===== src/sv/srl_pkg.sv =====
`timescale 1ns / 1ps
// ----------------------------------------------------------------------------
// srl_pkg: shared types and codes for the sequential record list
// Operation and status codes, field widths, the stored record and the
// result bundle passed from the sequencer to the output stage.
// ----------------------------------------------------------------------------
package srl_pkg;

  localparam int CAPACITY_DEF = 64;

  localparam int FUNC_W   = 3;
  localparam int CODE_W   = 32;
  localparam int NAME_W   = 64;
  localparam int STATUS_W = 2;
  localparam int POS_W    = 6;
  localparam int CNT_W    = 7;

  // stream payload widths, padded to whole bytes
  localparam int IN_TDATA_W  = 128;  // key, code, name
  localparam int OUT_TDATA_W = 112;  // position, old code, old name, count

  localparam logic [FUNC_W-1:0] OP_CLEAR   = 3'd0;
  localparam logic [FUNC_W-1:0] OP_APPEND  = 3'd1;
  localparam logic [FUNC_W-1:0] OP_PREPEND = 3'd2;
  localparam logic [FUNC_W-1:0] OP_DROP_HD = 3'd3;
  localparam logic [FUNC_W-1:0] OP_DROP_TL = 3'd4;
  localparam logic [FUNC_W-1:0] OP_UPDATE  = 3'd5;

  localparam logic [STATUS_W-1:0] ST_OK      = 2'd0;
  localparam logic [STATUS_W-1:0] ST_FULL    = 2'd1;
  localparam logic [STATUS_W-1:0] ST_EMPTY   = 2'd2;
  localparam logic [STATUS_W-1:0] ST_MISSING = 2'd3;

  typedef struct packed {
    logic signed [CODE_W-1:0] code;
    logic [NAME_W-1:0]        name;
  } rec_t;

  typedef struct packed {
    logic [STATUS_W-1:0]      status;
    logic [POS_W-1:0]         pos;
    logic signed [CODE_W-1:0] old_code;
    logic [NAME_W-1:0]        old_name;
    logic [CNT_W-1:0]         count;
  } res_t;

endpackage


===== src/sv/srl_ctrl.sv =====
`timescale 1ns / 1ps
// ----------------------------------------------------------------------------
// srl_ctrl: list sequencer
// Keeps the list as a ring in the record memory (head pointer plus count),
// runs one operation at a time and scans the ring for update lookups.
// ----------------------------------------------------------------------------
module srl_ctrl #(
  parameter int CAPACITY = srl_pkg::CAPACITY_DEF,
  parameter int AW       = $clog2(CAPACITY)
) (
  input  logic                               clk,
  input  logic                               rst_n,
  input  logic                               in_valid,
  output logic                               in_ready,
  input  logic [srl_pkg::FUNC_W-1:0]         func,
  input  logic signed [srl_pkg::CODE_W-1:0]  search_key,
  input  logic signed [srl_pkg::CODE_W-1:0]  new_code,
  input  logic [srl_pkg::NAME_W-1:0]         new_name,
  output logic                               res_valid,
  input  logic                               res_ready,
  output srl_pkg::res_t                      res,
  output logic                               wr_en,
  output logic [AW-1:0]                      wr_addr,
  output srl_pkg::rec_t                      wr_rec,
  output logic                               rd_en,
  output logic [AW-1:0]                      rd_addr,
  input  srl_pkg::rec_t                      rd_rec
);
  import srl_pkg::*;

  localparam int CW = $clog2(CAPACITY + 1);

  typedef enum logic [1:0] {S_IDLE, S_EXEC, S_SCAN, S_DONE} state_t;

  state_t                   state_r, state_nxt;
  logic [AW-1:0]            head_r, head_nxt;
  logic [CW-1:0]            count_r, count_nxt;
  logic [FUNC_W-1:0]        op_r;
  logic signed [CODE_W-1:0] key_r;
  rec_t                     new_rec_r;
  logic [CW-1:0]            rd_idx_r, rd_idx_nxt;
  logic                     cmp_vld_r, cmp_vld_nxt;
  logic [CW-1:0]            cmp_idx_r, cmp_idx_nxt;
  logic [AW-1:0]            cmp_addr_r, cmp_addr_nxt;
  res_t                     res_r, res_nxt;

  // ring index add, both operands below CAPACITY
  function automatic logic [AW-1:0] ring_add(logic [AW-1:0] a, logic [AW-1:0] b);
    logic [AW:0] s;
    s = {1'b0, a} + {1'b0, b};
    if (s >= (AW+1)'(CAPACITY)) begin
      s = s - (AW+1)'(CAPACITY);
    end
    return s[AW-1:0];
  endfunction

  logic full, empty;
  assign full  = (count_r == CW'(CAPACITY));
  assign empty = (count_r == '0);

  assign in_ready  = (state_r == S_IDLE);
  assign res_valid = (state_r == S_DONE);
  assign res       = res_r;

  always_comb begin
    state_nxt    = state_r;
    head_nxt     = head_r;
    count_nxt    = count_r;
    rd_idx_nxt   = rd_idx_r;
    cmp_vld_nxt  = 1'b0;
    cmp_idx_nxt  = cmp_idx_r;
    cmp_addr_nxt = cmp_addr_r;
    res_nxt      = res_r;
    wr_en        = 1'b0;
    wr_addr      = head_r;
    wr_rec       = new_rec_r;
    rd_en        = 1'b0;
    rd_addr      = ring_add(head_r, rd_idx_r[AW-1:0]);

    case (state_r)
      S_IDLE: begin
        if (in_valid) begin
          state_nxt = S_EXEC;
        end
      end

      S_EXEC: begin
        res_nxt.status   = ST_OK;
        res_nxt.pos      = '0;
        res_nxt.old_code = '0;
        res_nxt.old_name = '0;
        state_nxt        = S_DONE;
        case (op_r)
          OP_CLEAR: begin
            count_nxt = '0;
          end
          OP_APPEND: begin
            if (full) begin
              res_nxt.status = ST_FULL;
            end else begin
              wr_en     = 1'b1;
              wr_addr   = ring_add(head_r, count_r[AW-1:0]);
              count_nxt = count_r + CW'(1);
            end
          end
          OP_PREPEND: begin
            if (full) begin
              res_nxt.status = ST_FULL;
            end else begin
              head_nxt  = (head_r == '0) ? AW'(CAPACITY - 1) : head_r - AW'(1);
              wr_en     = 1'b1;
              wr_addr   = head_nxt;
              count_nxt = count_r + CW'(1);
            end
          end
          OP_DROP_HD: begin
            if (empty) begin
              res_nxt.status = ST_EMPTY;
            end else begin
              head_nxt  = ring_add(head_r, AW'(1));
              count_nxt = count_r - CW'(1);
            end
          end
          OP_DROP_TL: begin
            if (empty) begin
              res_nxt.status = ST_EMPTY;
            end else begin
              count_nxt = count_r - CW'(1);
            end
          end
          OP_UPDATE: begin
            if (empty) begin
              res_nxt.status = ST_MISSING;
            end else begin
              rd_idx_nxt = '0;
              state_nxt  = S_SCAN;
            end
          end
          default: begin
          end
        endcase
      end

      S_SCAN: begin
        // issue one read per cycle, compare what came back last cycle
        if (rd_idx_r < count_r) begin
          rd_en        = 1'b1;
          cmp_vld_nxt  = 1'b1;
          cmp_idx_nxt  = rd_idx_r;
          cmp_addr_nxt = rd_addr;
          rd_idx_nxt   = rd_idx_r + CW'(1);
        end
        if (cmp_vld_r) begin
          if (rd_rec.code == key_r) begin
            wr_en            = 1'b1;
            wr_addr          = cmp_addr_r;
            res_nxt.pos      = POS_W'(cmp_idx_r);
            res_nxt.old_code = rd_rec.code;
            res_nxt.old_name = rd_rec.name;
            cmp_vld_nxt      = 1'b0;
            state_nxt        = S_DONE;
          end else if (cmp_idx_r == count_r - CW'(1)) begin
            res_nxt.status = ST_MISSING;
            cmp_vld_nxt    = 1'b0;
            state_nxt      = S_DONE;
          end
        end
      end

      S_DONE: begin
        if (res_ready) begin
          state_nxt = S_IDLE;
        end
      end

      default: begin
        state_nxt = S_IDLE;
      end
    endcase

    res_nxt.count = CNT_W'(count_nxt);
  end

  always_ff @(posedge clk) begin
    if (!rst_n) begin
      state_r   <= S_IDLE;
      head_r    <= '0;
      count_r   <= '0;
      cmp_vld_r <= 1'b0;
    end else begin
      state_r   <= state_nxt;
      head_r    <= head_nxt;
      count_r   <= count_nxt;
      cmp_vld_r <= cmp_vld_nxt;
    end
  end

  always_ff @(posedge clk) begin
    if (in_valid && in_ready) begin
      op_r           <= func;
      key_r          <= search_key;
      new_rec_r.code <= new_code;
      new_rec_r.name <= new_name;
    end
    rd_idx_r   <= rd_idx_nxt;
    cmp_idx_r  <= cmp_idx_nxt;
    cmp_addr_r <= cmp_addr_nxt;
    res_r      <= res_nxt;
  end

  a_count_bound: assert property (@(posedge clk) disable iff (!rst_n)
    count_r <= CW'(CAPACITY))
    else $error("list count above capacity");

  a_head_bound: assert property (@(posedge clk) disable iff (!rst_n)
    head_r < AW'(CAPACITY) || CAPACITY == (1 << AW))
    else $error("head pointer outside ring");

  a_count_only_exec: assert property (@(posedge clk) disable iff (!rst_n)
    state_r != S_EXEC |=> $stable(count_r) && $stable(head_r))
    else $error("list pointers moved outside execute cycle");

  a_write_when_busy: assert property (@(posedge clk) disable iff (!rst_n)
    wr_en |-> (state_r == S_EXEC || (state_r == S_SCAN && cmp_vld_r)))
    else $error("memory write outside an operation");

endmodule


===== config.mk =====
export PLATFORM = sky130hd
export DESIGN_NAME = srl_ctrl
export DESIGN_NICKNAME = d
export VERILOG_FILES = /design/src/sv/srl_pkg.sv /design/src/sv/srl_ctrl.sv
export SDC_FILE = /design/constraint.sdc
export NUM_CORES = 1
export LEC_CHECK = 0
export CAP_MARGIN = 20
export CELL_PAD_IN_SITES_DETAIL_PLACEMENT = 0
export CELL_PAD_IN_SITES_GLOBAL_PLACEMENT = 1
export CORE_AREA = 2 2 178 180
export DETAILED_ROUTE_END_ITERATION = 10
export DIE_AREA = 0 0 180 182
export DONT_BUFFER_PORTS = 1
export GPL_TIMING_DRIVEN = 0
export PLACE_DENSITY_LB_ADDON = 0.1
export SLEW_MARGIN = 5
export SYNTH_ARGS = -nofsm -noshare
export SYNTH_HDL_FRONTEND = slang
export SYNTH_SLANG_ARGS = --single-unit

===== constraint.sdc =====
create_clock -name clk -period 8.95 [get_ports clk]
set_clock_uncertainty 0.15 [all_clocks]
set_input_delay 0.895 -clock clk [delete_from_list [all_inputs] [get_ports clk]]
set_output_delay 0.895 -clock clk [all_outputs]
set_load 0.01 [all_outputs]

==> metrics.csv <==
metric,value,unit
number of max-cap violations,0,
Mapped Area,11300,µm²
post-synth top area share,67.6,%
setup tns final,0,ps
main combinational cell family by area after synthesis,simple AND/OR/NAND/NOR gates,
via count,6595,
first-pass GRT wire length,46.7,mm
most numerous cell in the Yosys netlist,edfxtp_1,
GRT overflow,0,
post-CTS setup buffer count,0,
Synth area leader,edfxtp_1,
Post-Synth XOR/XNOR Area,4.33,%
Max VDD drop,0.207,mV
Async SR Flop Fraction,0,%
critical path arrival,3140,ps
pre-CTS setup slack,4840,ps
port bufs,0,
fraction of layout cells with a size suffix above 1,7.87,%
CTS tree,built,
number of cells on the worst hold path,0,
worst r2r src,count_r[0]$_SDFF_PN0_,
WL/cell,26.7,µm
post-synth net total,1031,
Hold Startpoint,new_code[11],
Tot GR Track Use,19.4,%
CP required,7910,ps
drt drc,0,
CP max stage cell,o41ai_2,
Final Worst Setup Slack,4770,ps
fin nets,1065,
worst setup path start,head_r[1]$_SDFFE_PN0P_,
routed wire length,33.0,mm
Worst slew margin,46.5,%
mux contribution to synthesized area,0.265,%
fin crit share,46.8,%
most used flip-flop cell after synthesis,edfxtp_1,
Ports,454,
Starting Density,36.6,%
Post-Syn Instances,771,
hold crit path type,in2reg,
GP Congestion,0.877,
Synth cell types,60,
Final min period,4180,ps
worst slew pin tran,802,ps
CTS Hold Bufs,0,
flop2flop setup slack,5760,ps
latest clock arrival within the worst-skew pair,560,ps
initial antenna violation count,13,
TritonCTS buffer count,29,
Critical Path Fanout Max,8,
RSZ-0062 raised after global routing,no,
final slew viol count,0,
cts repair resizes,0,
Synth Area in Compound Gates,6.81,%
Area contributors post-synth,"edfxtp_1 (68%), and2_1 (6.0%), dfxtp_1 (4.1%)",
CP max stage delay,600,ps
Core Region,31000,µm²
Simple-Gate Fraction of Synth Area,11.6,%
Synth Register Bits,278,
Clock transition at path regs,60,ps
vias in the first global route,6614,
Area growth syn-to-layout,13.6,%
cell breakdown of the critical path,"clkbuf_1, inv_1, ha_1, nand2b_1, o41ai_2, a21oi_1, o22ai_1, nor2b_1, a221o_1",
Post-synth EDFFs,255,
Synth top cells by count,"edfxtp_1 (255), and2_1 (108), xnor2_1 (46)",
cells on worst reg2reg path,9,
Via-to-Cell Ratio,5.34,
clock tree buffer depth,3,
final setup fails,0,
drt initial violations,492,
Pre-antenna DRT Iters,6,
Sink Count,278,
Fmax,239,MHz
Die H,182,µm
Yosys warning count,0,
Clock Tree Root,clkbuf_16,
leak pwr,0.00446,µW
Synth Area in Adders,3.33,%
Setup crit end kind,output port,
register area share after synthesis,71.6,%
Post-DRT Antenna Nets,0,
status,"complete, no violations",
FILL cells,2882,
placed wire-length estimate,25.7,mm
die width,180,µm
Setup CP Type,reg2out,
largest net degree at the start of global routing,74,
die footprint,32800,µm²
CP startpoint kind,flop,
syn_area_per_cell,14.7,µm²
PwrDens,304,nW/µm²
row count,65,
final hold violation count,0,
htree depth,1,
## sequential cells by signal (all words and copies together), names as in the netlist
signal,flops
cmp_idx_r,7
cmp_addr_r,6
op_r,3
key_r,32
res,111
state_r,2
rd_idx_r,7
cmp_vld_r,1
wr_rec,96
head_r,6
count_r,7
## path summary, 6_finish.rpt
check                           end
max                      wr_addr[0]
min reg2reg  cmp_idx_r[6]$_DFFE_PP_
min            wr_rec[75]$_DFFE_PP_
max reg2reg  res[110]$_SDFFCE_PP1P_
## worst max-delay path: cells and delay by family, from the launching register on
family	cells	cell delay (ps)
AO/OA/AOI/OAI	4	1170
adder cells (fa/ha/maj)	1	210
flip-flops	1	400
AND/OR/NAND/NOR	2	280
buffers and inverters	2	510
## kinds of logic after synthesis
group,after synthesis
buf+inv,56
compound gates,117
xor+xnor,56
fa+ha+maj,29
mux,3
simple gates,232
flops,278
## metal layers
layer	GRT usage (%)	share of wire [%]
met4	6.08	2.5
met3	8.22	10
met2	32.1	48
met1	22.9	39
met5	0	0.25
## power breakdown
group / switching [µW] / leakage [µW] / internal (µW)
sequential: 264 / 0.00262 / 1830
clock: 502 / 0.000454 / 684
combinational: 449 / 0.00139 / 193
total: 1210 / 0.00446 / 2700
## metrics by stage
stage               area, µm²  std cells  hold WS (ps)  util (%)  power (µW)
detailed placement      11900       1176           357      38.5        2770
global placement        11800       1173           337      38.2        2770
finish                  12900       1235           279      41.6        3920
floorplan               11300        771           318         -        2510
CTS                     12900       1228           242      41.5        3970
global route            12900       1233           243      41.5        4110
## area by class of cell
| cell class | count | area [µm²] | area share (%) |
|---|---|---|---|
| Clock inverter | 19 | 194 | 1.51 |
| Inverter | 24 | 90.1 | 0.700 |
| Timing Repair Buffer | 3 | 70.1 | 0.544 |
| Antenna cell | 7 | 17.5 | 0.136 |
| Tap cell | 402 | 503 | 3.91 |
| Clock buffer | 33 | 741 | 5.75 |
| Buffer | 32 | 139 | 1.08 |
| Multi-Input combinational cell | 437 | 3000 | 23.3 |
| Sequential cell | 278 | 8120 | 63.0 |
## placed cells by master, fill, tap and decap left out, types with 13 or more instances in the layout
| master | synthesis | final |
|---|---|---|
| nand3_1 | 13 | 13 |
| and2_1 | 108 | 107 |
| edfxtp_1 | 255 | 255 |
| a21oi_1 | 30 | 30 |
| nand2_1 | 30 | 30 |
| inv_1 | 24 | 24 |
| clkbuf_16 | 0 | 29 |
| ha_1 | 27 | 27 |
| o21ai_0 | 20 | 20 |
| nor2_1 | 33 | 33 |
| clkbuf_1 | 21 | 25 |
| dfxtp_1 | 23 | 23 |
| xnor2_1 | 46 | 46 |
No activity file was read; power rests on OpenSTA's default activity.
